`config.mk`:
```
export PLATFORM = sky130hd
export DESIGN_NAME = madt_front
export DESIGN_NICKNAME = d
export VERILOG_FILES = /design/src/design/madt_pkg.sv /design/src/design/madt_front.sv
export SDC_FILE = /design/constraint.sdc
export NUM_CORES = 2
export LEC_CHECK = 0
export BUFFER_PORTS_ARGS = -buffer_cell sky130_fd_sc_hd__buf_2
export CAP_MARGIN = 30
export CORE_ASPECT_RATIO = 1.4
export CORE_UTILIZATION = 25
export DETAILED_ROUTE_END_ITERATION = 7
export GPL_TIMING_DRIVEN = 0
export PLACE_DENSITY = 0.38
export SKIP_CTS_REPAIR_TIMING = 1
export SLEW_MARGIN = 10
export SYNTH_ARGS = -nofsm -noshare
export SYNTH_HDL_FRONTEND = slang
export SYNTH_SLANG_ARGS = --single-unit
```
`constraint.sdc`:
```
create_clock -name clk -period 15.65 [get_ports clk]
set_clock_uncertainty 0.05 [all_clocks]
set_input_delay 0.7825 -clock clk [delete_from_list [all_inputs] [get_ports clk]]
set_output_delay 0.7825 -clock clk [all_outputs]
set_load 0.01 [all_outputs]
```
`src/design/madt_pkg.sv`:
```
// Shared constants and types of the MADT I/O APIC and IRQ override parser.
`default_nettype none
package madt_pkg;

    // Parameter defaults
    localparam int LEGACY_IRQS_DEF         = 16;
    localparam int RECORD_BUFFER_BYTES_DEF = 12;

    // Table layout
    localparam logic [31:0] FIRST_RECORD  = 32'd44;
    localparam logic [31:0] LEN_FIELD_END = 32'd8;
    localparam logic [31:0] REC_HDR_BYTES = 32'd2;

    // Record types and minimum lengths
    localparam logic [7:0] REC_IOAPIC       = 8'd1;
    localparam logic [7:0] REC_OVERRIDE     = 8'd2;
    localparam logic [7:0] IOAPIC_MIN_LEN   = 8'd12;
    localparam logic [7:0] OVERRIDE_MIN_LEN = 8'd10;
    localparam logic [7:0] REC_MIN_LEN      = 8'd2;

    // Job queue between parser and row emitter
    localparam int Q_DEPTH = 2;
    localparam int Q_PTR_W = 1;
    localparam int Q_CNT_W = 2;

    // Per-run summary handed from parser to row emitter
    typedef struct packed {
        logic        status;
        logic        short_tbl;
        logic [7:0]  io_apic_id;
        logic [31:0] io_apic_address;
        logic [31:0] io_apic_interrupt_base;
    } job_hdr_t;

endpackage : madt_pkg
`default_nettype wire

```
`src/design/madt_front.sv`:
```
// Byte parser: table length, record walk, chosen I/O APIC and override table.
`default_nettype none
module madt_front #(
    parameter int LEGACY_IRQS         = madt_pkg::LEGACY_IRQS_DEF,
    parameter int RECORD_BUFFER_BYTES = madt_pkg::RECORD_BUFFER_BYTES_DEF
) (
    input  wire                   clk,
    input  wire                   rst_n,
    input  wire                   in_acc,
    input  wire  [7:0]            table_byte,
    input  wire                   first_byte,
    input  wire                   final_byte,
    input  wire  [7:0]            wanted_index,
    output logic                  job_valid,
    output madt_pkg::job_hdr_t    job_hdr,
    output logic [31:0]           job_gsi   [LEGACY_IRQS],
    output logic [15:0]           job_flags [LEGACY_IRQS]
);
    import madt_pkg::*;

    logic [31:0] pos_reg,    pos_next;
    logic [31:0] tlen_reg,   tlen_next;
    logic [31:0] rstart_reg, rstart_next;
    logic [7:0]  rtype_reg,  rtype_next;
    logic [7:0]  rlen_reg,   rlen_next;
    logic        stop_reg,   stop_next;
    logic [7:0]  seen_reg,   seen_next;
    logic [7:0]  target_reg, target_next;
    logic        found_reg,  found_next;
    logic [7:0]  id_reg,     id_next;
    logic [31:0] addr_reg,   addr_next;
    logic [31:0] base_reg,   base_next;
    logic [31:0] ov_gsi_reg   [LEGACY_IRQS];
    logic [31:0] ov_gsi_next  [LEGACY_IRQS];
    logic [15:0] ov_flags_reg [LEGACY_IRQS];
    logic [15:0] ov_flags_next[LEGACY_IRQS];
    logic [7:0]  rb_reg  [RECORD_BUFFER_BYTES];
    logic [7:0]  rb_next [RECORD_BUFFER_BYTES];

    logic [31:0] p;
    logic [31:0] off;
    logic [31:0] room;
    logic        go;
    logic        short_tbl;

    function automatic logic [31:0] le32(input logic [7:0] b0, input logic [7:0] b1,
                                         input logic [7:0] b2, input logic [7:0] b3);
        le32 = {b3, b2, b1, b0};
    endfunction

    // Per-beat parse step
    always_comb
    begin
        pos_next    = pos_reg;
        tlen_next   = tlen_reg;
        rstart_next = rstart_reg;
        rtype_next  = rtype_reg;
        rlen_next   = rlen_reg;
        stop_next   = stop_reg;
        seen_next   = seen_reg;
        target_next = target_reg;
        found_next  = found_reg;
        id_next     = id_reg;
        addr_next   = addr_reg;
        base_next   = base_reg;
        ov_gsi_next   = ov_gsi_reg;
        ov_flags_next = ov_flags_reg;
        rb_next     = rb_reg;
        p    = '0;
        off  = '0;
        room = '0;
        go   = 1'b0;
        if (in_acc)
        begin
            // first byte restarts the table
            if (first_byte)
            begin
                pos_next    = '0;
                tlen_next   = '0;
                rstart_next = FIRST_RECORD;
                rtype_next  = '0;
                rlen_next   = '0;
                stop_next   = 1'b0;
                seen_next   = '0;
                target_next = wanted_index;
                found_next  = 1'b0;
                id_next     = '0;
                addr_next   = '0;
                base_next   = '0;
                for (int i = 0; i < LEGACY_IRQS; i++)
                begin
                    ov_gsi_next[i]   = 32'(i);
                    ov_flags_next[i] = '0;
                end
            end
            p = pos_next;
            if (pos_next != '1)
            begin
                pos_next = pos_next + 32'd1;
            end
            if (p inside {[32'd4:32'd7]})
            begin
                // little-endian length field
                tlen_next = tlen_next | (32'(table_byte) << {p[1:0], 3'b000});
            end
            else if (p >= FIRST_RECORD && p < tlen_next && tlen_next >= FIRST_RECORD
                     && !stop_next && p >= rstart_next)
            begin
                off  = p - rstart_next;
                room = tlen_next - rstart_next;
                go   = 1'b1;
                if (off == 32'd0)
                begin
                    if (room < REC_HDR_BYTES)
                    begin
                        stop_next = 1'b1;
                        go        = 1'b0;
                    end
                    else
                    begin
                        rtype_next = table_byte;
                    end
                end
                else if (off == 32'd1)
                begin
                    rlen_next = table_byte;
                    if (table_byte < REC_MIN_LEN || 32'(table_byte) > room)
                    begin
                        stop_next = 1'b1;
                        go        = 1'b0;
                    end
                end
                if (go)
                begin
                    for (int k = 0; k < RECORD_BUFFER_BYTES; k++)
                    begin
                        if (off == 32'(k))
                        begin
                            rb_next[k] = table_byte;
                        end
                    end
                    // last byte of the record: apply it
                    if (off != 32'd0 && off == 32'(rlen_next) - 32'd1)
                    begin
                        if (rtype_next == REC_IOAPIC && rlen_next >= IOAPIC_MIN_LEN)
                        begin
                            if (!found_next && seen_next == target_next)
                            begin
                                id_next    = rb_next[2];
                                addr_next  = le32(rb_next[4], rb_next[5], rb_next[6], rb_next[7]);
                                base_next  = le32(rb_next[8], rb_next[9], rb_next[10], rb_next[11]);
                                found_next = 1'b1;
                            end
                            if (seen_next != 8'hFF)
                            begin
                                seen_next = seen_next + 8'd1;
                            end
                        end
                        else if (rtype_next == REC_OVERRIDE && rlen_next >= OVERRIDE_MIN_LEN)
                        begin
                            for (int i = 0; i < LEGACY_IRQS; i++)
                            begin
                                if (rb_next[3] == 8'(i))
                                begin
                                    ov_gsi_next[i]   = le32(rb_next[4], rb_next[5],
                                                            rb_next[6], rb_next[7]);
                                    ov_flags_next[i] = {rb_next[9], rb_next[8]};
                                end
                            end
                        end
                        rstart_next = rstart_next + 32'(rlen_next);
                    end
                end
            end
        end
    end

    // Job snapshot on the final beat
    always_comb
    begin
        short_tbl = (pos_next < LEN_FIELD_END) || (tlen_next < FIRST_RECORD);
        job_valid = in_acc && final_byte;
        job_hdr.status                 = !(!short_tbl && found_next);
        job_hdr.short_tbl              = short_tbl;
        job_hdr.io_apic_id             = id_next;
        job_hdr.io_apic_address        = addr_next;
        job_hdr.io_apic_interrupt_base = base_next;
        job_gsi   = ov_gsi_next;
        job_flags = ov_flags_next;
    end

    // Control and table state
    always_ff @(posedge clk or negedge rst_n)
    begin
        if (!rst_n)
        begin
            pos_reg    <= '0;
            tlen_reg   <= '0;
            rstart_reg <= FIRST_RECORD;
            rtype_reg  <= '0;
            rlen_reg   <= '0;
            stop_reg   <= 1'b0;
            seen_reg   <= '0;
            target_reg <= '0;
            found_reg  <= 1'b0;
            id_reg     <= '0;
            addr_reg   <= '0;
            base_reg   <= '0;
            for (int i = 0; i < LEGACY_IRQS; i++)
            begin
                ov_gsi_reg[i]   <= 32'(i);
                ov_flags_reg[i] <= '0;
            end
        end
        else
        begin
            pos_reg    <= pos_next;
            tlen_reg   <= tlen_next;
            rstart_reg <= rstart_next;
            rtype_reg  <= rtype_next;
            rlen_reg   <= rlen_next;
            stop_reg   <= stop_next;
            seen_reg   <= seen_next;
            target_reg <= target_next;
            found_reg  <= found_next;
            id_reg     <= id_next;
            addr_reg   <= addr_next;
            base_reg   <= base_next;
            ov_gsi_reg   <= ov_gsi_next;
            ov_flags_reg <= ov_flags_next;
        end
    end

    // Record byte buffer, no reset
    always_ff @(posedge clk)
    begin
        rb_reg <= rb_next;
    end

    // A stopped walk stays stopped until a new table starts
    assert property (@(posedge clk) disable iff (!rst_n)
        stop_reg && !(in_acc && first_byte) |=> stop_reg)
        else $error("walk restarted without first byte");

endmodule : madt_front
`default_nettype wire

```
-- Word level (Yosys, flattened, before mapping)
Index checks and enable logic that the tools add are counted.
Widths: inputs -> output; s select.
- output and inout port bits: 843
- bits in registers: 1050
- logic and storage cells: 279
- equal/unequal tests: 32
- shifts and indexed selects: 1
- $lt $le $gt $ge: 13
- $add $sub $neg: 6
- bitwise operators: 2
- reductions and logical operators: 21
- multiplexer cells: 150
- operators by type and width (operator ; number):
    $mux 512 ; 8
    $mux 256 ; 8
    $mux 32 ; 46
    $mux 8 ; 48
    $mux 16 ; 16
    $eq 32x3->1 const B ; 4
    $eq 32x4->1 const B ; 4
    $eq 32x2->1 const B ; 2
    $eq 8x4->1 const B ; 8
    $ge 32x6->1 const B ; 2
    $sub 32x32->32 ; 2
    $add 32x1->32 const B ; 1
    $add 32x8->32 ; 1
    $eq 32x1->1 const B ; 1
    $eq 32x32->1 ; 1
    $eq 8x3->1 const B ; 4
    $ge 32x3->1 const B ; 1
    $ge 32x32->1 ; 1
    $gt 8x32->1 ; 1
    $le 32x3->1 const B ; 1
    $logic_not 32->1 ; 1
    $lt 32x2->1 const B ; 1
    $lt 32x32->1 ; 1
    $lt 32x4->1 const B ; 1
    20 further kinds ; 61

-- Depth between registers and ports, before layout
- depth after elaboration: 24
- gate-level depth with buffers: 49
- gate-level depth less buffers: 29

-- Least setup slack after synthesis
OpenSTA, ideal clock, no wires.
- path type: input to output
- start point: input port first_byte
- end point: output port job_flags[32] (netlist bit)
- path buffers: 20
- stages: 44
- setup slack: 3010 ps
- data required time: 14818 ps
- data arrival time: 11808 ps
- path through: buf_2 buf_4 buf_4 buf_2 buf_4 clkbuf_1 clkbuf_1 buf_1 clkbuf_1 buf_1 clkbuf_1 buf_1 clkbuf_1 clkbuf_1 clkbuf_1 clkbuf_1 nor2b_1 ha_1 [8 not listed] clkbuf_1 and3_1 a21oi_1 ha_1 xor2_1 nand2_1 a211oi_1 and3_1 nor4b_1 nand4b_1 or4_1 mux2_2 nor3_1 o2111ai_1 or4_1 buf_2 clkbuf_1 o21ai_0
- RTL lines (what ; RTL line ; RTL):
    start, declared ; madt_front.sv:11 ; input wire first_byte,
    end, declared ; madt_front.sv:17 ; output logic [15:0] job_flags [LEGACY_IRQS]

==> metrics.yaml <==
worst_setup_path:
  crit_top_cell: "clkbuf_4"
  crit_start: "first_byte"
  crit_type: "input port to primary output"
  r2r-start: "rstart_reg[15]"
  critPathCaptureType: "primary output"
  slowest_stage: "or4_1"
  critPathMaxStageDelay_ps: 640
  cp.required_ps: 14820
  cp_max_fo: 17
  start_kind: "input port"
  crit_arrival_ps: 14590
detailed_routing:
  ant_nets: 0
  drt-initial-drc-count: 4213
  num_vias: 49700
  wire_per_inst_um: 38.1
  drcViolationCount: 0
  routed_wl_mm: 348
  viasPerCell: 5.43
  first_pass_iters: 6
timing:
  rsz0062_at_grt: "no"
  fin_crit_sh_pct: 98.6
  clock.fmax_ghz: 0.0648
  report.final.setup_viol: 0
  report.final.hold_viol_count: 0
  relSlewSlack_pct: 23.1
  period_needed_ps: 15430
  worstMarginPinSlew_ps: 1150
  slew_violations: 0
  setup_ws_ps: 223
clock_network:
  numCtsBuffers: 112
  clk_pin_slew_ps: 70
  cts_buffer_depth: 3
  cts_max_level: 3
  cts_tree: "yes"
  cts_root_buffer: "clkbuf_16"
  clock-sinks: 1050
  clk-insertion-delay-late_ps: 770
global_routing:
  grt_pass1_vias: 49900
  grt-ovfl-total: 0
  grt_max_degree: 140
  grt_use_total_pct: 32.3
  grt_pass1_wl_mm: 462
  antenna_found_initial: 19
final_layout:
  final_cell_mix: "dfrtp_1 (935), buf_2 (926), nand2_1 (463), o21ai_0 (445), nand3_1 (377)"
  stdcell_count: 9149
  final_layout_size_suffix_gt1_share_pct: 24.2
  fillerInstances: 21700
  layout_commonest_cell: "dfrtp_1"
  area_growth_syn_to_layout_pct: 26.8
  largest_reg_flops: 512
  final_area_mm2: 0.0660
  final_nets: 6455
placement:
  placedCellCount: 8911
  dp_slack_ps: -6180
  place_area_mm2: 0.0615
  port_buffers: 862
  gp_congestion: 0.971
  dp_hpwl_mm: 283
floorplan:
  fp.dieArea_mm2: 0.210
  fp.coreArea_mm2: 0.206
  io_pins: 864
  dieHeight_um: 542
  die_width_um: 388
  initial_core_util_pct: 25.2
  num_rows: 197
synthesis:
  synth_edf_count: 80
  synth_warnings: 0
  syn_avg_cell_area_um2: 9.93
  synthDistinctLibCells: 119
  synth.net_count: 5341
  ys_seq_area_share_pct: 51.4
  synth_top_flop_cell: "dfrtp_1"
  async_flop_share_pct: 92.4
  syn-cell-area_mm2: 0.0520
  ys_seq_elements: 1050
  synthCells: 5238
pwr:
  power.density_mw_per_mm2: 97.9
  p_leak_nw: 30.8
  vdd_drop_max_v: 0.0000982
outcome:
  status: "finished, final reports clean"
run:
  maxCapViolations: 0
hold_path:
  hold_path.class: "input port to flip-flop"
  min_from: "wanted_index[5]"
Yosys cell counts (40+ instances only):
library cell / count / area, µm²
nor3_1: 130 / 651
inv_1: 180 / 676
nand3b_1: 41 / 308
buf_2: 57 / 285
nand3_1: 380 / 1900
nand2b_1: 46 / 288
clkbuf_1: 325 / 1220
nand2_1: 466 / 1750
a22o_1: 141 / 1230
mux2i_1: 151 / 1510
o21ai_0: 460 / 2300
xnor2_1: 57 / 499
nand4_1: 72 / 450
edfxtp_1: 80 / 2400
o211ai_1: 57 / 428
o21ai_1: 57 / 285
nor2_1: 218 / 818
a21oi_1: 165 / 826
a31oi_1: 47 / 294
dfrtp_1: 935 / 23400
or3_1: 40 / 250
nor2b_1: 64 / 400
ha_1: 79 / 988
o2bb2ai_1: 189 / 1660
buf_1: 41 / 154
nor4_1: 67 / 419
routing by layer:
metal  up-vias  GRT usage (%)  wire length, µm  share of wire, %
met5         -              0               11            0.0032
met2      2209           55.8           171000                49
met4         2           22.6            29000               8.3
met1     25400           33.6           120000                34
met3       620           9.28            28700               8.2
li1      21400              -                -                 -
stage by stage:
| stage | setup TNS, ps | power [W] | util [%] | hold WS (ps) |
|---|---|---|---|---|
| after global routing | 0 | 0.00664 | 32.0 | 182 |
| after detailed placement | -8540390 | 0.00361 | 29.8 | 410 |
| after global placement | - | 0.00360 | 28.9 | 407 |
| final | 0 | 0.00646 | 32.0 | 187 |
| after CTS | -7782780 | 0.00648 | 31.7 | -87.2 |
| after floorplan | 0 | 0.00324 | - | 400 |
critical path: cells and delay by family:
family | cells | cell delay [ps]
simple gates | 12 | 3450
mux | 1 | 360
xor+xnor | 1 | 260
compound gates | 9 | 2950
buf+inv | 23 | 5660
fa+ha+maj | 3 | 1000
layout make-up:
type                       instances  area [µm²]  share of cell area, %
clock buffer                     170        3280                   4.97
antenna                           11        27.5                 0.0417
clock inverter                    44         577                  0.874
timing repair buffer            1009        6190                   9.39
buffer                           432        1880                   2.84
multi-input combinational       3558       23200                   35.2
tap                             2686        3360                   5.09
sequential                      1050       26700                   40.5
inverter                         189         709                   1.08
cell families after synthesis:
family                     share of synthesized area, %
adders and majority gates                          2.15
DFF                                                51.4
and+or+nand+nor                                    16.8
buffers and inverters                              4.85
muxes                                              3.73
AOI/OAI and AO/OA                                  19.5
xor gates and xnor gates                           1.56
where the power goes:
part	total (W)	switching [W]	internal (W)
sequential	0.00277	0.0000154	0.00276
combinational	0.000816	0.000588	0.000227
clock	0.00287	0.00129	0.00158
worst paths after layout:
| check | to | slack [ps] | cells past startpoint |
|---|---|---|---|
| min reg2reg | ov_gsi_reg[257] | 420 | 2 |
| max | job_flags[76] | 220 | 49 |
| min | target_reg[5] | 190 | 3 |
| min in group asynchronous | base_reg[21] | 520 | 2 |
| max in group asynchronous | ov_flags_reg[208] | 13210 | 4 |
| max reg2reg | rstart_reg[15] | 5390 | 30 |
Note: power is estimated with default switching activity, not from simulation.
