--- config.mk ---
export PLATFORM = sky130hd
export DESIGN_NAME = madt_back
export DESIGN_NICKNAME = d
export VERILOG_FILES = /design/src/design/madt_pkg.sv /design/src/design/madt_back.sv
export SDC_FILE = /design/constraint.sdc
export NUM_CORES = 1
export LEC_CHECK = 0
export BUFFER_PORTS_ARGS = -buffer_cell sky130_fd_sc_hd__buf_2
export CELL_PAD_IN_SITES_DETAIL_PLACEMENT = 0
export CELL_PAD_IN_SITES_GLOBAL_PLACEMENT = 1
export CORE_AREA = 5 5 375 377
export DETAILED_ROUTE_END_ITERATION = 16
export DIE_AREA = 0 0 380 382
export PLACE_DENSITY_LB_ADDON = 0.1
export SLEW_MARGIN = 20
export SYNTH_ARGS = -nofsm -noshare
export SYNTH_HDL_FRONTEND = slang
export SYNTH_SLANG_ARGS = --single-unit
export TNS_END_PERCENT = 20
--- constraint.sdc ---
create_clock -name clk -period 3.5 [get_ports clk]
set_clock_uncertainty 0.05 [all_clocks]
set_input_delay 0.525 -clock clk [delete_from_list [all_inputs] [get_ports clk]]
set_output_delay 0.525 -clock clk [all_outputs]
set_load 0.05 [all_outputs]
--- src/design/madt_pkg.sv ---
// Shared constants and types of the MADT I/O APIC and IRQ override parser.
`default_nettype none
package madt_pkg;

    // Parameter defaults
    localparam int LEGACY_IRQS_DEF         = 16;
    localparam int RECORD_BUFFER_BYTES_DEF = 12;

    // Table layout
    localparam logic [31:0] FIRST_RECORD  = 32'd44;
    localparam logic [31:0] LEN_FIELD_END = 32'd8;
    localparam logic [31:0] REC_HDR_BYTES = 32'd2;

    // Record types and minimum lengths
    localparam logic [7:0] REC_IOAPIC       = 8'd1;
    localparam logic [7:0] REC_OVERRIDE     = 8'd2;
    localparam logic [7:0] IOAPIC_MIN_LEN   = 8'd12;
    localparam logic [7:0] OVERRIDE_MIN_LEN = 8'd10;
    localparam logic [7:0] REC_MIN_LEN      = 8'd2;

    // Job queue between parser and row emitter
    localparam int Q_DEPTH = 2;
    localparam int Q_PTR_W = 1;
    localparam int Q_CNT_W = 2;

    // Per-run summary handed from parser to row emitter
    typedef struct packed {
        logic        status;
        logic        short_tbl;
        logic [7:0]  io_apic_id;
        logic [31:0] io_apic_address;
        logic [31:0] io_apic_interrupt_base;
    } job_hdr_t;

endpackage : madt_pkg
`default_nettype wire

--- src/design/madt_back.sv ---
// Row emitter: walks the head job into an output register, one legacy IRQ per cycle while rows are popped.
`default_nettype none
module madt_back #(
    parameter int LEGACY_IRQS = madt_pkg::LEGACY_IRQS_DEF
) (
    input  wire                   clk,
    input  wire                   rst_n,
    input  wire                   head_valid,
    input  madt_pkg::job_hdr_t    head_hdr,
    input  wire  [31:0]           head_gsi   [LEGACY_IRQS],
    input  wire  [15:0]           head_flags [LEGACY_IRQS],
    output logic                  job_done,
    input  wire                   pop,
    output logic                  empty,
    output logic                  status,
    output logic [7:0]            io_apic_id,
    output logic [31:0]           io_apic_address,
    output logic [31:0]           io_apic_interrupt_base,
    output logic [3:0]            irq_line,
    output logic [31:0]           irq_global_interrupt,
    output logic [15:0]           irq_flags,
    output logic                  last_row
);
    import madt_pkg::*;

    localparam int IRQ_W = (LEGACY_IRQS > 1) ? $clog2(LEGACY_IRQS) : 1;
    localparam logic [IRQ_W-1:0] LAST_IDX = IRQ_W'(LEGACY_IRQS - 1);

    logic [IRQ_W-1:0] row_cnt_reg, row_cnt_next;
    logic             out_valid_reg, out_valid_next;
    logic             load;
    logic             is_last;
    logic [IRQ_W+3:0] line_ext;

    job_hdr_t         hdr_reg;
    logic [3:0]       line_reg;
    logic [31:0]      gsi_reg;
    logic [15:0]      flags_reg;
    logic             last_reg;

    // Row sequencing
    always_comb
    begin
        load     = head_valid && (!out_valid_reg || pop);
        is_last  = (row_cnt_reg == LAST_IDX);
        job_done = load && is_last;
        line_ext = {4'b0000, row_cnt_reg};
        row_cnt_next = row_cnt_reg;
        if (load)
        begin
            row_cnt_next = is_last ? '0 : row_cnt_reg + 1'b1;
        end
        if (load)
        begin
            out_valid_next = 1'b1;
        end
        else if (pop)
        begin
            out_valid_next = 1'b0;
        end
        else
        begin
            out_valid_next = out_valid_reg;
        end
    end

    always_ff @(posedge clk or negedge rst_n)
    begin
        if (!rst_n)
        begin
            row_cnt_reg   <= '0;
            out_valid_reg <= 1'b0;
        end
        else
        begin
            row_cnt_reg   <= row_cnt_next;
            out_valid_reg <= out_valid_next;
        end
    end

    // Output row register
    always_ff @(posedge clk)
    begin
        if (load)
        begin
            hdr_reg   <= head_hdr;
            line_reg  <= line_ext[3:0];
            gsi_reg   <= head_hdr.short_tbl ? '0 : head_gsi[row_cnt_reg];
            flags_reg <= head_hdr.short_tbl ? '0 : head_flags[row_cnt_reg];
            last_reg  <= is_last;
        end
    end

    always_comb
    begin
        empty                  = !out_valid_reg;
        status                 = hdr_reg.status;
        io_apic_id             = hdr_reg.io_apic_id;
        io_apic_address        = hdr_reg.io_apic_address;
        io_apic_interrupt_base = hdr_reg.io_apic_interrupt_base;
        irq_line               = line_reg;
        irq_global_interrupt   = gsi_reg;
        irq_flags              = flags_reg;
        last_row               = last_reg;
    end

    assert property (@(posedge clk) disable iff (!rst_n)
        out_valid_reg && last_reg |-> row_cnt_reg == '0)
        else $error("last row shown with run unfinished");

    assert property (@(posedge clk) disable iff (!rst_n)
        job_done |-> load && head_valid)
        else $error("job retired without loading its last row");

endmodule : madt_back
`default_nettype wire
-- Word level (Yosys, flattened, before mapping)
Cells that the tools add are included.
- bits in registers: 131
- bits of input ports: 846
- output and inout port bits: 128
- word-level logic and storage cells: 28
- $add $sub $neg: 1
- $lt $le $gt $ge: 1
- equal/unequal tests: 1
- mux-type cells: 9
- bitwise operators: 1
- reductions and logical operators: 5
- operator list (kind ; number):
    binary-select mux 32 bit (select 4 bit) ; 1
    binary-select mux 16 bit (select 4 bit) ; 1
    2-to-1 mux 32 bit ; 2
    2-to-1 mux 16 bit ; 2
    >= comparator 5 bit (second input constant) ; 1
    NOT 4 -> 5 bit ; 1
    adder 4 x 1 -> 4 bit (second input constant) ; 1
    == test 4 bit (second input constant) ; 1
    2-to-1 mux 4 bit ; 1
    logical AND 1 bit ; 2
    2-to-1 mux 1 bit ; 2
    nonzero test 2 bit ; 1
    logical NOT 1 bit ; 1
    logical OR 1 bit ; 1

-- Depth between registers and ports, before layout
Gate-level depths: netlist of the first run.
- depth in word-level cells: 4
- mapped depth: 8
- gate-level depth less buffers: 5

-- Worst setup path after synthesis of the first run
Ideal clock, no wire load.
- path kind: input to register
- start point: in pop
- end point: reg row_cnt_reg[2]
- setup time: 0.136 ns
- arrival: 3.679 ns
- required time: 3.314 ns
- setup slack: -0.365 ns
- stages on the path: 5
- buffers on the path: 0
- cells stage by stage: nand2b_1 nand2_1 inv_1 nand2_1 xnor2_1
- cells in the longest elaborated chain, start to end: 2
- ends and longest elaborated chain (element ; line ; source):
    start, declared ; madt_back.sv:13 ; input wire pop,
    logical OR 1 bit ; madt_back.sv:44 ; load = head_valid && (!out_valid_reg || pop);
    logical AND 1 bit ; madt_back.sv:44 ;
    named net load ; madt_back.sv:31 ; logic load;
    end signal, assigned ; madt_back.sv:76 ; row_cnt_reg <= row_cnt_next;
    end, declared ; madt_back.sv:29 ; logic [IRQ_W-1:0] row_cnt_reg, row_cnt_next;
The timed path passes the listed nets, and every way through them passes these cells.
A chain may end at the register's enable or synchronous reset.

-- Worst setup path after layout of the first run
- start point: reg row_cnt_reg[0]
- end point: out job_done
- cells in the longest elaborated chain, start to end: 2
- ends and longest elaborated chain (element ; line ; source):
    == test 4 bit ; madt_back.sv:45 ; is_last = (row_cnt_reg == LAST_IDX);
    logical AND 1 bit ; madt_back.sv:46 ; job_done = load && is_last;
    end, declared ; madt_back.sv:12 ; output logic job_done,
No other way between the ends.

==> metrics.cfg, run 1 <==
[yosys]
synth-edff-count = 126
synth_compound_area_share_pct = 13.73
synth_top_family_by_area = multiplexers
synth_xor_xnor_area_share_pct = 0.08244
ys_seq_area_share_pct = 36.79
synth-seq-cells = 131
synthSimpleGateAreaFrac_pct = 4.817
yosys.area_share.adder_pct = 0.1178
syn_nets = 1722
avgSynthCellArea_um2 = 12.14
ys.flop_type = edfxtp_1
async_flop_share_pct = 3.817
syn_area_um2 = 10620
syn_inst = 875
synth.distinct_cells = 30
muxShareOfSynthArea_pct = 37.31
yosys_warnings = 0

[timing]
grt_setup_unrepaired = false
worstMarginPinSlew_ns = 0.9256
slew_violations = 0
max_freq_ghz = 0.3721
setup_tns_ns = 0
setup_violations = 0
timing_hold_violations_final = 0
post-route-period-util_pct = 76.79
period_needed_ns = 2.688
relSlewSlack_pct = 38.29

[power]
switchingPower_mw = 5.109
pwr-share-seq_pct = 21.3
static-leakage-power_nw = 8.223
p_total_mw = 10.47
p_int_mw = 5.357
peakVddDrop_uv = 553.5
clockPowerShare_pct = 19.1
pwr-share-comb_pct = 59.6
swShare_pct = 48.81
pwr_density_cell_nw_per_um2 = 574.4

[run]
cap_violations = 0

[die]
start_util_pct = 7.765
dieWidth_um = 380
fp-row-count = 136
core_um2 = 136800
io_pins = 974
die_h_um = 382
dieArea_um2 = 145200

[setup_path]
worstSetupEndpointType = primary output
r2r-start = row_cnt_reg[0]
crit_required_ns = 2.92
start_kind = flop
cp_slowest_cell = dfrtp_4
r2r_setup_slack_ns = 0.93
r2r-end = irq_flags[15]
crit_chain = ha_1 -> nand3_1 -> nor2_1 -> buf_2
ff2ff_path_depth = 5
path_max_fanout = 21
path_class = flop to primary output
crit_path_start = row_cnt_reg[0]
worst-endpoint-arrival_ns = 2.11
cp_slowest_stage_delay_ns = 0.77
cp-endpoint = job_done

[global_routing]
antenna_found_initial = 45
overflow = 0
grt_pass1_wl_um = 116700
grt_max_degree = 110
grt_pass1_vias = 13630
grt_usage_pct = 11.66

[detailed_routing]
first_iter_violations = 487
vias = 12050
avgRoutedWirePerCell_um = 24.17
post-route-drc-count = 0
first_pass_iters = 5
routed_wl_um = 88160
ant_nets = 0
vias_per_cell = 3.302

[finish]
fin_nets = 2672
layout-drive-gt1-share_pct = 60.94
fillers = 15850
area_delta_synth_final_pct = 71.51

[clocking]
clkSinkCount = 131
h-tree-depth = 4
cts_buffer_depth = 2
insertion_delay_ns = 0.49
cts_tree = built
root_buffer = clkbuf_16
clk_pin_slew_ns = 0.08
cts_inserted_buffers = 17

[min_path]
hold_path_class = input pin to flop

[run_status]
status = complete, no violations

[place]
dp_hpwl_um = 72330
gp_congestion = 0.8011
portBuffers = 973

[per-stage QoR]
stage	utilization [%]	std cells	instance area, um2	worst slack [ns]	hold slack [ns]
after detailed placement	12.85	3599	17570	0.6914	0.3203
final	13.32	3648	18220	0.8124	0.1383
after floorplan	-	875	10630	0.3326	0.1794
after global placement	12.85	3599	17570	0.6498	0.3179
after global routing	13.30	3640	18200	0.5968	0.08145
after CTS	13.29	3632	18180	0.6329	0.06550
[worst max-delay path: cells and delay by family (launching register included)]
| family | cells | cell delay, ns |
|---|---|---|
| fa+ha+maj | 1 | 0.29 |
| simple gates | 2 | 0.28 |
| buf+inv | 1 | 0.28 |
| flops | 1 | 0.77 |
[layout by cell type, fill, tap and decap left out, types with 3 or more instances in the layout]
cell type / n
a221oi_1: 48
a22oi_1: 86
a22oi_2: 10
buf_12: 14
buf_2: 973
buf_4: 34
clkbuf_16: 17
clkinvlp_4: 3
dfrtp_1: 3
diode_2: 16
edfxtp_1: 126
inv_1: 3
inv_6: 6
mux2i_1: 288
mux4_2: 48
nand2_1: 54
nand3_1: 50
o21ai_0: 3
o21ai_1: 48
[worst min path at each step]
stage,start,to,cells after the start
2_1_floorplan,rst_n,out_valid_reg,0
3_3_place_gp,rst_n,out_valid_reg,1
3_5_place_dp,rst_n,out_valid_reg,1
4_1_cts,head_hdr[62],io_apic_address[30],1
5_1_grt,head_hdr[39],io_apic_address[7],1
6_report,head_hdr[51],io_apic_address[19],1
[layer usage]
layer  track usage, %  part of all wire (%)  up-vias
li1                 -                     -     5498
met5                0                  0.25        -
met1            12.76                    39     5801
met4            3.664                   2.4       36
met3            4.165                   7.4      114
met2            21.03                    51      596
[final cells by class]
type | instances | area, um2 | area share (%)
Tap cell | 1794 | 2245 | 12.32
Antenna cell | 16 | 40.04 | 0.2197
Clock buffer | 18 | 429.2 | 2.355
Sequential cell | 131 | 3916 | 21.49
Clock inverter | 14 | 167.7 | 0.9201
Inverter | 5 | 22.52 | 0.1236
Multi-Input combinational cell | 648 | 5986 | 32.85
Timing Repair Buffer | 1022 | 5415 | 29.72
[cell families (layout without fill, tap and decap cells)]
kind of cell             after synthesis  after routing
AO/OA/AOI/OAI                        197            197
XOR/XNOR                               1              1
adder cells (fa/ha/maj)                1              1
buffers and inverters                 96           1059
flip-flops                           131            131
multiplexers                         336            336
other                                  0             16
AND/OR/NAND/NOR                      113            113
[cells in the mapped netlist (3+ instances only)]
| library cell | n | share of area, % |
|---|---|---|
| nand3_1 | 50 | 2.4 |
| nand2_1 | 54 | 1.9 |
| o21ai_1 | 48 | 2.3 |
| buf_6 | 10 | 1.1 |
| o21ai_0 | 3 | 0.14 |
| buf_4 | 11 | 0.78 |
| mux4_2 | 48 | 10 |
| clkbuf_1 | 22 | 0.78 |
| buf_2 | 25 | 1.2 |
| a22oi_1 | 86 | 6.1 |
| mux2i_1 | 288 | 27 |
| inv_1 | 5 | 0.18 |
| clkbuf_4 | 4 | 0.28 |
| dfrtp_1 | 5 | 1.2 |
| a221oi_1 | 48 | 4.0 |
| edfxtp_1 | 126 | 36 |
| buf_8 | 8 | 1.1 |
| a22oi_2 | 10 | 1.2 |
| nand2b_1 | 3 | 0.18 |
| buf_12 | 9 | 1.7 |
[power by group through the flow]
stage	sequential [mW]	clock, mW	combinational, mW
floorplan	2.84	0	3.31
global placement	2.28	0	6.46
detailed placement	2.27	0	6.48
CTS	2.24	2.15	6.49
global route	2.26	2.19	6.76
finish	2.23	2.00	6.24
[timing repair]
action                                 in CTS  in global routing
hold buffers                                1                  0
endpoints found under the hold margin       5                  0
gates resized for setup                     0                  0
buffers inserted                            0                  0
Note: power is estimated with default switching activity, not from simulation.
==> inputs of run 2 (changes only) <==
CORE_AREA = 5 5 376 378   (was 5 5 375 377)
DIE_AREA = 0 0 381 383   (was 0 0 380 382)
clock period = 2.6 ns   (was 3.5 ns; I/O delays follow)
==> metrics.cfg, run 2 (same netlist as run 1, synthesis figures left out) <==
[die]
start_util_pct = 7.746  ; -0.019 points
io_pins = 974  ; unchanged
dieArea_um2 = 145900  ; +0.53%
dieWidth_um = 381  ; +0.26%
fp-row-count = 136  ; unchanged
core_um2 = 137200  ; +0.25%
die_h_um = 383  ; +0.26%

[power]
peakVddDrop_uv = 533.1  ; -3.7%
p_int_mw = 7.322  ; +37%
swShare_pct = 48.22  ; -0.59 points
pwr-share-seq_pct = 21.0  ; -0.3 points
pwr_density_cell_nw_per_um2 = 741.2  ; +29%
pwr-share-comb_pct = 60.4  ; +0.8 points
switchingPower_mw = 6.818  ; +33%
static-leakage-power_nw = 8.568  ; +4.2%
clockPowerShare_pct = 18.7  ; -0.4 points

[timing]
period_needed_ns = 2.386
setup_violations = 0  ; unchanged
relSlewSlack_pct = 59.70  ; +21 points
setup_tns_ns = 0  ; unchanged
worstMarginPinSlew_ns = 0.5877  ; -0.3379 ns
max_freq_ghz = 0.4191
timing_hold_violations_final = 0  ; unchanged
grt_setup_unrepaired = false
slew_violations = 0  ; unchanged
post-route-period-util_pct = 91.78

[run]
cap_violations = 0  ; unchanged

[finish]
area_delta_synth_final_pct = 79.58
finalInstanceArea_um2 = 19080  ; +4.7%
stdcell_count = 3735  ; +2.4%
final_cell_mix = buf_2 (973), mux2i_1 (288), edfxtp_1 (126)
layout-drive-gt1-share_pct = 58.87  ; -2.1 points
final_common_cell = buf_2
fin_nets = 2750  ; +2.9%

[clocking]
cts_inserted_buffers = 17  ; unchanged
root_buffer = clkbuf_16
insertion_delay_ns = 0.49  ; about the same
clkSinkCount = 131  ; unchanged
h-tree-depth = 4  ; unchanged
cts_setup_buffers = 0  ; unchanged
clk_pin_slew_ns = 0.06  ; -0.02 ns
cts_buffer_depth = 2  ; unchanged
cts_tree = built

[global_routing]
grt_pass1_vias = 13880  ; +1.8%
overflow = 0  ; unchanged
grt_pass1_wl_um = 118000  ; +1.1%
grt_usage_pct = 11.70  ; +0.042 points
antenna_found_initial = 47  ; +4.4%
grt_max_degree = 55  ; -50%

[min_path]
hold_path_class = input pin to flop
min_to = out_valid_reg
whs_path_depth = 2  ; +1
worstHoldStart = head_valid

[detailed_routing]
first_iter_violations = 429  ; -12%
vias = 12230  ; +1.5%
routed_wl_um = 88980  ; +0.92%
ant_nets = 0  ; unchanged
first_pass_iters = 4  ; -1
post-route-drc-count = 0  ; unchanged
avgRoutedWirePerCell_um = 23.82  ; -1.4%
vias_per_cell = 3.273  ; -0.87%

[place]
placed_area_um2 = 17700  ; +0.73%
gp_congestion = 0.8877  ; +11%
dp_hpwl_um = 74640  ; +3.2%
post-place-cells = 3604  ; +0.14%
portBuffers = 973  ; unchanged

[setup_path]
start_kind = flop
r2r-end = irq_global_interrupt[14]
path_class = flop to primary output
path_max_fanout = 18  ; -14%
crit_chain = buf_12 -> ha_1 -> nand3_1 -> nor2_1 -> buf_2
cp_slowest_stage_delay_ns = 0.45  ; -0.32 ns
r2r-start = row_cnt_reg[0]
worst-endpoint-arrival_ns = 1.95  ; -0.16 ns
crit_required_ns = 2.16  ; -0.76 ns
r2r_setup_slack_ns = 0.42  ; -0.51 ns
cp_slowest_cell = dfrtp_4
worstSetupEndpointType = primary output
ff2ff_path_depth = 5  ; unchanged

[run_status]
status = complete, no violations

run 2: cell count changes in the layout (fill, tap and decap cells not counted), sizes merged:
cell	before	now
inv	12	11
diode	16	25
buf	1021	1026
dlygate4sd3	1	74
bufinv	2	1
clkinvlp	3	5
run 2: routing by layer:
metal | vias to the layer above | track usage, % | part of all wire (%)
met3 | 64 | 3.856 | 7.2
met1 | 5932 | 12.50 | 37
li1 | 5658 | - | -
met5 | - | 0 | 0.16
met2 | 549 | 22.32 | 54
met4 | 22 | 2.450 | 1.3
run 2: area by class of cell:
| class | count | area (um2) |
|---|---|---|
| antenna | 25 | 62.56 |
| fill | 15770 | 118100 |
| clock inverter | 14 | 141.4 |
| timing repair buffer | 1100 | 6259 |
| multi-input combinational | 648 | 6001 |
| tap | 1794 | 2245 |
| inverter | 5 | 23.77 |
| sequential | 131 | 3918 |
| clock buffer | 18 | 429.2 |
run 2: repair_timing:
action | CTS | global route
endpoints found under the hold margin | 78 | 0
hold buffers | 74 | 0
setup endpoints to repair | 0 | 1
resized for setup | 0 | 1
run 2: how the worst max path moves through the flow:
stage,slack (ns),from,endpoint
final,0.21,row_cnt_reg[0],job_done
after global routing,0.07,row_cnt_reg[0],job_done
after CTS,0.02,row_cnt_reg[1],job_done
after detailed placement,0.33,row_cnt_reg[1],irq_flags[15]
after global placement,0.38,row_cnt_reg[0],irq_global_interrupt[24]
after floorplan,-0.33,pop,io_apic_address[0]
run 2: metrics by stage:
stage | power (mW) | hold slack [ns] | utilization [%] | worst slack, ns
final | 14.14 | 0.09543 | 13.91 | 0.2137
after global routing | 15.11 | 0.05382 | 13.89 | 0.06945
after CTS | 14.69 | 0.03150 | 13.86 | 0.02000
after detailed placement | 11.80 | 0.1757 | 12.91 | 0.3252
after global placement | 11.84 | 0.1758 | 12.91 | 0.3779
after floorplan | 8.283 | 0.04441 | - | -0.3297
run 2: worst max-delay path: cells and delay by family, from the launching register on:
kind | cells | cell delay [ns]
buffers and inverters | 2 | 0.46
flip-flops | 1 | 0.45
AND/OR/NAND/NOR | 2 | 0.30
adder cells (fa/ha/maj) | 1 | 0.23
run 2: power by group through the flow:
stage / logic (mW) / registers (mW) / clock network [mW]
after floorplan: 4.46 / 3.82 / 0
after global placement: 8.81 / 3.03 / 0
after detailed placement: 8.78 / 3.01 / 0
after CTS: 8.89 / 2.97 / 2.83
after global routing: 9.24 / 3.00 / 2.87
final: 8.54 / 2.97 / 2.64
