<file path="config.mk">
export PLATFORM = sky130hd
export DESIGN_NAME = madt_jobq
export DESIGN_NICKNAME = d
export VERILOG_FILES = /design/src/design/madt_pkg.sv /design/src/design/madt_jobq.sv
export SDC_FILE = /design/constraint.sdc
export NUM_CORES = 1
export LEC_CHECK = 0
export ABC_AREA = 1
export BUFFER_PORTS_ARGS = -buffer_cell sky130_fd_sc_hd__buf_2
export CAP_MARGIN = 20
export CELL_PAD_IN_SITES_DETAIL_PLACEMENT = 1
export CELL_PAD_IN_SITES_GLOBAL_PLACEMENT = 2
export CORE_AREA = 2 2 665 667
export DETAILED_ROUTE_END_ITERATION = 8
export DIE_AREA = 0 0 667 669
export GPL_ROUTABILITY_DRIVEN = 1
export PLACE_DENSITY = 0.38
export SLEW_MARGIN = 30
export SYNTH_ARGS = -nofsm -noshare
export SYNTH_HDL_FRONTEND = slang
export SYNTH_SLANG_ARGS = --single-unit
export TNS_END_PERCENT = 10
</file>
<file path="constraint.sdc">
create_clock -name clk -period 65.7 [get_ports clk]
set_input_delay 3.285 -clock clk [delete_from_list [all_inputs] [get_ports clk]]
set_output_delay 3.285 -clock clk [all_outputs]
set_load 0.03 [all_outputs]
</file>
<file path="src/design/madt_pkg.sv">
// Shared constants and types of the MADT I/O APIC and IRQ override parser.
`default_nettype none
package madt_pkg;

    // Parameter defaults
    localparam int LEGACY_IRQS_DEF         = 16;
    localparam int RECORD_BUFFER_BYTES_DEF = 12;

    // Table layout
    localparam logic [31:0] FIRST_RECORD  = 32'd44;
    localparam logic [31:0] LEN_FIELD_END = 32'd8;
    localparam logic [31:0] REC_HDR_BYTES = 32'd2;

    // Record types and minimum lengths
    localparam logic [7:0] REC_IOAPIC       = 8'd1;
    localparam logic [7:0] REC_OVERRIDE     = 8'd2;
    localparam logic [7:0] IOAPIC_MIN_LEN   = 8'd12;
    localparam logic [7:0] OVERRIDE_MIN_LEN = 8'd10;
    localparam logic [7:0] REC_MIN_LEN      = 8'd2;

    // Job queue between parser and row emitter
    localparam int Q_DEPTH = 2;
    localparam int Q_PTR_W = 1;
    localparam int Q_CNT_W = 2;

    // Per-run summary handed from parser to row emitter
    typedef struct packed {
        logic        status;
        logic        short_tbl;
        logic [7:0]  io_apic_id;
        logic [31:0] io_apic_address;
        logic [31:0] io_apic_interrupt_base;
    } job_hdr_t;

endpackage : madt_pkg
`default_nettype wire

</file>
<file path="src/design/madt_jobq.sv">
// Two-entry queue of row-run snapshots between parser and row emitter.
`default_nettype none
module madt_jobq #(
    parameter int LEGACY_IRQS = madt_pkg::LEGACY_IRQS_DEF
) (
    input  wire                   clk,
    input  wire                   rst_n,
    input  wire                   wr_en,
    input  madt_pkg::job_hdr_t    wr_hdr,
    input  wire  [31:0]           wr_gsi   [LEGACY_IRQS],
    input  wire  [15:0]           wr_flags [LEGACY_IRQS],
    input  wire                   rd_en,
    output logic                  full,
    output logic                  head_valid,
    output madt_pkg::job_hdr_t    head_hdr,
    output logic [31:0]           head_gsi   [LEGACY_IRQS],
    output logic [15:0]           head_flags [LEGACY_IRQS]
);
    import madt_pkg::*;

    job_hdr_t     q_hdr_reg   [Q_DEPTH];
    logic [31:0]  q_gsi_reg   [Q_DEPTH][LEGACY_IRQS];
    logic [15:0]  q_flags_reg [Q_DEPTH][LEGACY_IRQS];
    logic [Q_PTR_W-1:0] wr_ptr_reg, wr_ptr_next;
    logic [Q_PTR_W-1:0] rd_ptr_reg, rd_ptr_next;
    logic [Q_CNT_W-1:0] cnt_reg,    cnt_next;

    // Pointers and fill count
    always_comb
    begin
        wr_ptr_next = wr_en ? wr_ptr_reg + 1'b1 : wr_ptr_reg;
        rd_ptr_next = rd_en ? rd_ptr_reg + 1'b1 : rd_ptr_reg;
        cnt_next    = cnt_reg;
        if (wr_en && !rd_en)
        begin
            cnt_next = cnt_reg + 1'b1;
        end
        else if (!wr_en && rd_en)
        begin
            cnt_next = cnt_reg - 1'b1;
        end
        full       = (cnt_reg == Q_CNT_W'(Q_DEPTH));
        head_valid = (cnt_reg != '0);
    end

    always_ff @(posedge clk or negedge rst_n)
    begin
        if (!rst_n)
        begin
            wr_ptr_reg <= '0;
            rd_ptr_reg <= '0;
            cnt_reg    <= '0;
        end
        else
        begin
            wr_ptr_reg <= wr_ptr_next;
            rd_ptr_reg <= rd_ptr_next;
            cnt_reg    <= cnt_next;
        end
    end

    // Entry storage
    always_ff @(posedge clk)
    begin
        if (wr_en)
        begin
            q_hdr_reg[wr_ptr_reg]   <= wr_hdr;
            q_gsi_reg[wr_ptr_reg]   <= wr_gsi;
            q_flags_reg[wr_ptr_reg] <= wr_flags;
        end
    end

    // Head entry
    always_comb
    begin
        head_hdr   = q_hdr_reg[rd_ptr_reg];
        head_gsi   = q_gsi_reg[rd_ptr_reg];
        head_flags = q_flags_reg[rd_ptr_reg];
    end

    assert property (@(posedge clk) disable iff (!rst_n)
        cnt_reg <= Q_CNT_W'(Q_DEPTH))
        else $error("job queue count out of range");

    assert property (@(posedge clk) disable iff (!rst_n)
        wr_en |-> !full || rd_en)
        else $error("job queue overflow");

    assert property (@(posedge clk) disable iff (!rst_n)
        rd_en |-> head_valid)
        else $error("job queue underflow");

endmodule : madt_jobq
`default_nettype wire

</file>
==> Word level (Yosys, flattened, before mapping) <==
Memories as Yosys holds them, arrays and structs flattened.
Cells that the tools add are included.
{ "classes": {"muxes": 4, "eq_ne": 1, "reduce_logical": 6, "add_sub_neg": 4} }
{ "ops": {"columns": ["operator", "count"], "rows": [
  ["2-bit 2-to-1 mux", 2],
  ["2-bit nonzero test", 2],
  ["1-bit adder (second input constant)", 2],
  ["2-bit by 1-bit adder with 2-bit output (second input constant)", 1],
  ["2-bit equality test (second input constant)", 1],
  ["1-bit logical AND", 2],
  ["1-bit zero test", 2],
  ["1-bit 2-to-1 mux", 2],
  ["2-bit by 1-bit subtractor with 2-bit output (second input constant)", 1]
]} }
{ "totals": {"regBits": 4, "mem_bits_rw": 1684, "n_memories": 3, "wordCells": 21} }
{ "memory_table": {"columns": ["name", "words", "word_bits", "rd", "rd_ports_with_merged_regs", "write_ports", "line", "text"], "rows": [
  ["q_gsi_reg", 2, 512, 1, 0, 1, "madt_jobq.sv:22", "logic [31:0] q_gsi_reg [Q_DEPTH][LEGACY_IRQS];"],
  ["q_flags_reg", 2, 256, 1, 0, 1, "madt_jobq.sv:23", "logic [15:0] q_flags_reg [Q_DEPTH][LEGACY_IRQS];"],
  ["q_hdr_reg", 2, 74, 1, 0, 1, "madt_jobq.sv:21", "job_hdr_t q_hdr_reg [Q_DEPTH];"]
]} }

==> Longest topological paths before layout <==
Gate-level depths: netlist (run 1).
{ "logic_depth": {"ltp_word": 4, "mapped_depth": 7, "ltp_nobuf": 7} }

==> Worst setup path before layout (run 1) <==
OpenSTA, ideal clock, no wires.
{ "synth_path": {"path_type": "input -> register", "from": "input wr_en", "to": "memory q_flags_reg[0][0] (netlist bit) (enable)", "path_buffers": 0, "required_time_ns": 63.604, "path_slack_ns": 25.139, "stages": 2, "setup_time_ns": 2.096, "arrival_ns": 38.465, "cell_sequence": "inv_1 > nor2_1"} }
{ "synth_between": {"elab_chain_len": 2} }
{ "synth_rtl": {"columns": ["element", "line", "text"], "rows": [
  ["start: declaration", "madt_jobq.sv:8", "input wire wr_en,"],
  ["1-bit 2-to-1 mux", "madt_jobq.sv:65", "if (wr_en)"],
  ["1-bit 2-to-1 mux (not written as such)", "madt_jobq.sv:69", "q_flags_reg[wr_ptr_reg] <= wr_flags;"],
  ["end: declaration", "madt_jobq.sv:23", null]
]} }
No other way between the ends.

==> results of run 1 <==
[final timing paths]
check	slack [ns]	to	cells past startpoint
max in group asynchronous	63.37	rd_ptr_reg	1
worst min register to register	0.48	cnt_reg[1]	2
worst min-delay path	0.48	cnt_reg[1]	2
min in group asynchronous	2.18	wr_ptr_reg	1
worst max register to register	58.82	q_flags_reg[1][58]	9
worst max-delay path	55.52	head_flags[142]	8
[power by group]
part           internal [mW]  total (mW)  switching, mW
Clock                  0.627        1.10          0.474
Sequential              1.43        1.48         0.0503
Combinational          0.461        1.54           1.08
[cell usage in the layout (no fill, tap or decap), drive strengths merged]
cell type / instances
buf: 1740
bufinv: 9
clkbuf: 265
clkinv: 99
clkinvlp: 5
dfrtp: 4
diode: 38
edfxtp: 1684
ha: 1
inv: 10
mux2: 842
nand2: 6
nand3: 1
nand4: 1
nor2: 2
xnor2: 1
xor2: 2
[final cells by class]
| cell class | count | area, um2 |
|---|---|---|
| Sequential cell | 1688 | 50670 |
| Clock inverter | 116 | 923.4 |
| Clock buffer | 265 | 5504 |
| Inverter | 7 | 33.78 |
| Fill cell | 48090 | 355600 |
| Tap cell | 5781 | 7233 |
| Multi-Input combinational cell | 856 | 10580 |
| Timing Repair Buffer | 1740 | 8929 |
| Antenna cell | 38 | 95.09 |
[per-layer routing]
layer	vias to the layer above	part of all wire, %	track usage (%)
met5	-	0.27	0
met4	114	2.9	2.456
met3	806	9.3	5.033
met2	1614	54	22.64
met1	17260	34	11.69
li1	14420	-	-
[tightest hold or removal path, delay by kind of cell, from the launching register on]
kind | cells | cell delay [ns]
flip-flops | 1 | 0.34
AND/OR/NAND/NOR | 2 | 0.11
[per-stage QoR]
stage	area [um2]	util (%)
after global placement	77360	17.60
after CTS	83820	19.07
after global routing	83900	19.09
after floorplan	61930	-
after detailed placement	77400	17.61
final	83970	19.10
[kinds of logic (layout without fill, tap and decap cells)]
family / after synthesis / after routing / synth area share (%)
xor+xnor: 3 / 3 / 0.04243
other cells: 0 / 38 / 0
flops: 1688 / 1688 / 81.81
mux: 842 / 842 / 16.95
buf+inv: 101 / 2128 / 1.115
simple gates: 10 / 10 / 0.06667
fa+ha+maj: 1 / 1 / 0.02020
==> results by group, run 1 <==
Yosys
  • Most area-consuming cells after synthesis: edfxtp_1, mux2_2, mux2_4, buf_6, buf_2
  • EDFF count, synth: 1684
  • Commonest cells post-synth: edfxtp_1, mux2_2, mux2_4
  • Post-Syn Area: 61930 um2
  • Most numerous cell in the Yosys netlist: edfxtp_1
  • Post-synthesis register bit count: 1688
  • Synth cell types: 14
  • Ys async rst share: 0.2370%
  • Cell taking the most area after synthesis: edfxtp_1
  • Syn nets: 3492
  • Yosys top cell area share: about four fifths
  • Post-synthesis instance total: 2645
  • Top FF cell, synth: edfxtp_1
  • Register area share after synthesis: between 80% and 90%
  • Ys Warns: 0
  • Mean Syn Cell Area: between 20 and 25 um2

Floorplanning
  • Die H: 669 um
  • Num ports: 1690
  • Die width: 667 um
  • Core area: roughly 440000 um2
  • Die area: roughly 450000 um2
  • Initial Utilization: between 10% and 20%
  • # rows: 244

Pwr
  • Power consumption: about 4.1 mW
  • Pleak: 30.45 nW
  • Worst VDD drop: 0.02758 mV
  • Pwr dens: 49.03 nW/um2

Timing
  • Setup TNS: 0 ns
  • Max-slew violation count: 0
  • Minimum clock period: 10.18 ns
  • Final hold vios: 0
  • RSZ-0062 raised after global routing: false
  • Final setup viols: 0
  • Hold Slack: 0.4829 ns
  • Setup WS post-layout: 55.52 ns
  • Least-Margin Pin Slew: 0.9564 ns
  • Post-route clock skew: 0.08556 ns
  • Max-slew headroom: 36.24%
  • Tcrit/Tclk final: 15.50%
  • Fmax achieved: 98.22 MHz

Routing
  • Post-route DRC: 0
  • Routed wire length per instance: 26.46 um
  • DRT iter0 DRCs: ~1700
  • Drt pass-1 iters: 5
  • Detailed-route via count: 34220
  • Routed WL: 277600 um
  • Post-DR vias/cell: 3.262
  • Final ANT Viol Nets: 0

Placement
  • Pre-CTS setup slack: 55.64 ns
  • Routability cong.: 0.8277
  • DP HPWL: about 220000 um
  • Port buffer count: 1689
  • Placed insts: 10070

Setup path
  • CP Buf/Inv Count: 7
  • FF-to-FF Start: wr_ptr_reg
  • Crit-path max FO: 56
  • WP data required: ~62 ns
  • Critical path startpoint: rd_ptr_reg
  • Max incr delay on CP: 0.93 ns
  • Crit Path Class: reg -> out
  • Most used cell, CP: buf_4
  • Kind of cell adding the most delay to the critical path: buffers and inverters
  • Worst setup EP type: output port
  • WP data arrival: roughly 7 ns
  • Crit path cell chain: buf_4 > buf_4 > buf_4 > buf_4 > buf_4 > buf_4 > mux2_2 > buf_2
  • CP startpoint kind: flip-flop
  • CP max stage cell: dfrtp_4

Min path
  • Hold Path Class: reg -> reg
  • Hold path startpoint: cnt_reg[1]

CTS
  • CTS Hold Buffers Added: 0
  • CTS buffer count: 212
  • CTS sink cnt: 1688
  • H-tree Lvls: 4
  • Root Buffer: clkbuf_16
  • Setup Fix Bufs, Post-CTS: 0
  • Clk buf depth: 4
  • Clock slew at reported path FFs: 0.07 ns
  • Clock Latency Late Sink: 0.90 ns
  • Resize count post-CTS: 0
  • CTS tree: yes

Finish
  • Finished Layout Cells: 10490
  • Area delta synth->final: 35.58%
  • Largest register FFs: 1024
  • Final nets: roughly 5400
  • Share of post-route cells with drive strength above 1: 61.26%

Global route
  • First-pass GRT wire length: 353000 um
  • Initial antenna violation count: between 300 and 400
  • Global Route Usage Sum: 11.81%
  • Vias in the first global route: ~36000
  • Largest net degree at the start of global routing: about 120
  • Total gr overflow: 0

Status
  • Status: finished clean

Job
  • Max Cap Violations: 0
(Power assumes the default switching activity.)
==> run 2, diff against run 1 <==
--- a/config.mk
+++ b/config.mk
@@ -10,11 +10,11 @@
 export CAP_MARGIN = 20
 export CELL_PAD_IN_SITES_DETAIL_PLACEMENT = 1
 export CELL_PAD_IN_SITES_GLOBAL_PLACEMENT = 2
-export CORE_AREA = 2 2 665 667
+export CORE_AREA = 2 2 662 664
 export DETAILED_ROUTE_END_ITERATION = 8
-export DIE_AREA = 0 0 667 669
+export DIE_AREA = 0 0 664 666
 export GPL_ROUTABILITY_DRIVEN = 1
-export PLACE_DENSITY = 0.38
+export PLACE_DENSITY = 0.39
 export SLEW_MARGIN = 30
 export SYNTH_ARGS = -nofsm -noshare
 export SYNTH_HDL_FRONTEND = slang
==> constraint.sdc (replaced) <==
create_clock -name clk -period 9.6 [get_ports clk]
set_input_delay 0.48 -clock clk [delete_from_list [all_inputs] [get_ports clk]]
set_output_delay 0.48 -clock clk [all_outputs]
set_load 0.03 [all_outputs]
==> run 2 against run 1 <==
Combinational power grew to 7.0 times the previous value; largest power group unchanged; critical path depth is 4 lower; register-to-register slack got worse by 52 ns; count of clock-buffer cells in the layout grew 9; via count rose by 9.1%; largest cell class unchanged; first-iteration DRC count up 17%; routed wire length increased by 6.7%; worst hold slack got worse by 0.21 ns; critical path type unchanged.
==> results by group, run 2 (same netlist as run 1, synthesis figures left out) <==
Status
  • Status: finished clean

Pwr
  • Seq pwr share: 35.1% (-0.8 points)
  • Worst VDD drop: 0.1866 mV (+580%)
  • Sw frac: 38.25% (-0.60 points)
  • Pwr dens: 310.6 nW/um2 (+530%)
  • NetSw: 11.04 mW (+590%)
  • Power consumption: 28.86 mW (+600%)
  • Pleak: 34.09 nW (+12%)
  • Logic pwr share: 37.4% (about the same)
  • Internal power: 17.82 mW (+610%)
  • Clock share of power: 27.4% (+0.7 points)

CTS
  • H-tree Lvls: 4 (unchanged)
  • Resize count post-CTS: 0 (unchanged)
  • Root Buffer: clkbuf_16
  • CTS buffer count: 213 (+0.47%)
  • Clk buf depth: 4 (unchanged)
  • Clock Latency Late Sink: 0.90 ns (about the same)
  • Clock slew at reported path FFs: 0.06 ns (about the same)
  • CTS tree: yes
  • CTS sink cnt: 1688 (unchanged)

Job
  • Max Cap Violations: 0 (unchanged)

Setup path
  • FF-to-FF Start: wr_ptr_reg
  • Crit Path Class: reg -> out
  • CP max stage cell: buf_12
  • Kind of cell adding the most delay to the critical path: buffers and inverters
  • R2r setup slk: 6.51 ns (-52.31 ns)
  • Worst setup EP type: output port
  • Crit-path max FO: 94 (+68%)
  • Levels on crit path: 4 (-4)
  • R2r worst-path depth: 4 (-5)
  • Most used cell, CP: buf_12
  • Crit path cell chain: buf_12 > buf_12 > mux2_4 > buf_2
  • CP Buf/Inv Count: 3 (-4)
  • CP startpoint kind: flip-flop
  • Reg-to-reg critical path endpoint: q_gsi_reg[1][406]
  • Max incr delay on CP: 0.61 ns (-0.32 ns)
  • WP data required: 9.12 ns (-53.30 ns)
  • WP data arrival: 3.67 ns (-3.23 ns)

Timing
  • Max-slew violation count: 0 (unchanged)
  • RSZ-0062 raised after global routing: false
  • Minimum clock period: 4.150 ns
  • Fmax achieved: 241.0 MHz
  • Setup TNS: 0 ns (unchanged)
  • Hold Slack: 0.2760 ns (-0.2069 ns)
  • Least-Margin Pin Slew: 1.053 ns (+0.09700 ns)
  • Final hold vios: 0 (unchanged)
  • Max-slew headroom: 29.78% (-6.5 points)
  • Tcrit/Tclk final: about 43%
  • Final setup viols: 0 (unchanged)
  • Setup WS post-layout: 5.450 ns (-50.07 ns)
  • Post-route clock skew: 0.04990 ns (-0.03565 ns)

Floorplanning
  • Die H: 666 um (-0.45%)
  • Initial Utilization: 14.21% (+0.12 points)
  • Core area: 436000 um2 (-0.82%)
  • Num ports: 1690 (unchanged)
  • # rows: 243 (-0.41%)
  • Die width: 664 um (-0.45%)
  • Die area: 442200 um2 (-0.90%)

Min path
  • Hold path endpoint: q_gsi_reg[0][219]
  • Hold Path Class: in -> reg
  • Hold depth: 2 (unchanged)
  • Hold path startpoint: wr_gsi[219]

Finish
  • Final nets: 6181 (+15%)
  • Share of post-route cells with drive strength above 1: 51.92% (-9.3 points)
  • Post-route core utilization: 21.31% (+2.2 points)
  • Largest register FFs: 1024 (unchanged)
  • Fill cells: 47580 (-1.1%)
  • Post-route cell area: 92890 um2 (+11%)
  • Finished Layout Cells: 11330 (+8.0%)
  • Most frequent cells in the layout: buf_2, edfxtp_1, dlygate4sd3_1
  • Area delta synth->final: 49.98%
  • Commonest non-fill, non-tap cell in the layout: buf_2

Routing
  • Post-DR vias/cell: 3.293 (+0.94%)
  • Post-route DRC: 0 (unchanged)
  • DRT iter0 DRCs: 1953 (+17%)
  • Routed WL: 296100 um (+6.7%)
  • Drt pass-1 iters: 7 (+2)
  • Detailed-route via count: 37320 (+9.1%)
  • Final ANT Viol Nets: 0 (unchanged)
  • Routed wire length per instance: 26.12 um (-1.3%)

Global route
  • Initial antenna violation count: 247 (-25%)
  • Vias in the first global route: 40330 (+12%)
  • Largest net degree at the start of global routing: 140 (+16%)
  • First-pass GRT wire length: 381800 um (+8.1%)
  • Global Route Usage Sum: 12.80% (+0.99 points)
  • Total gr overflow: 0 (unchanged)

Placement
  • DP HPWL: 229900 um (+5.5%)
  • Placed insts: 10030 (-0.42%)
  • Area post-placement: 77400 um2 (unchanged)
  • Routability cong.: 0.8253 (-0.29%)
  • Port buffer count: 1689 (unchanged)
  • Pre-CTS setup slack: 6.176 ns (-49.47 ns)
==> run 2: cell types whose count changed in the layout (fill, tap and decap cells not counted), moves of 3 or more <==
cell / delta
buf_12: +14
buf_4: -31
bufinv_16: +8
clkbuf_1: -3
clkbuf_8: +11
clkinv_1: -4
clkinv_2: -8
clkinvlp_4: +3
diode_2: +34
dlygate4sd3_1: +846
==> run 2: layout make-up <==
cell class	instances	area, um2	share of cell area, %
clock buffer	274	5669	6.103
inverter	7	30.03	0.03233
timing repair buffer	2568	17420	18.75
sequential	1688	50670	54.55
multi-input combinational	856	10600	11.41
clock inverter	112	1119	1.204
tap	5757	7203	7.754
antenna	72	180.2	0.1940
==> run 2: power groups by stage <==
stage / Clock (mW) / Sequential (mW) / Combinational (mW)
after global routing: 8.46 / 10.3 / 11.4
after global placement: 0 / 10.3 / 10.8
final: 7.92 / 10.1 / 10.8
after detailed placement: 0 / 10.3 / 10.7
after CTS: 8.26 / 10.2 / 11.2
after floorplan: 0 / 10.9 / 6.81
==> run 2: how the worst max path moves through the flow <==
| stage | startpoint | end |
|---|---|---|
| CTS | rd_ptr_reg | head_gsi[178] |
| floorplan | wr_en | q_flags_reg[1][0] |
| finish | rd_ptr_reg | head_gsi[429] |
| global placement | wr_en | q_flags_reg[0][55] |
| detailed placement | wr_en | q_flags_reg[0][52] |
| global route | rd_ptr_reg | head_gsi[434] |
==> run 2: timing repair <==
action,4_1_cts,5_1_grt
endpoints found under the hold margin,1691,0
setup buffers,0,0
hold buffers,846,0
==> run 2: layer usage <==
layer / vias up / GRT usage (%) / wire length [um]
met5: - / 0 / 569
met4: 86 / 2.947 / 7901
met3: 585 / 4.876 / 24500
met2: 1418 / 23.52 / 154100
met1: 19090 / 13.76 / 109000
li1: 16140 / - / -
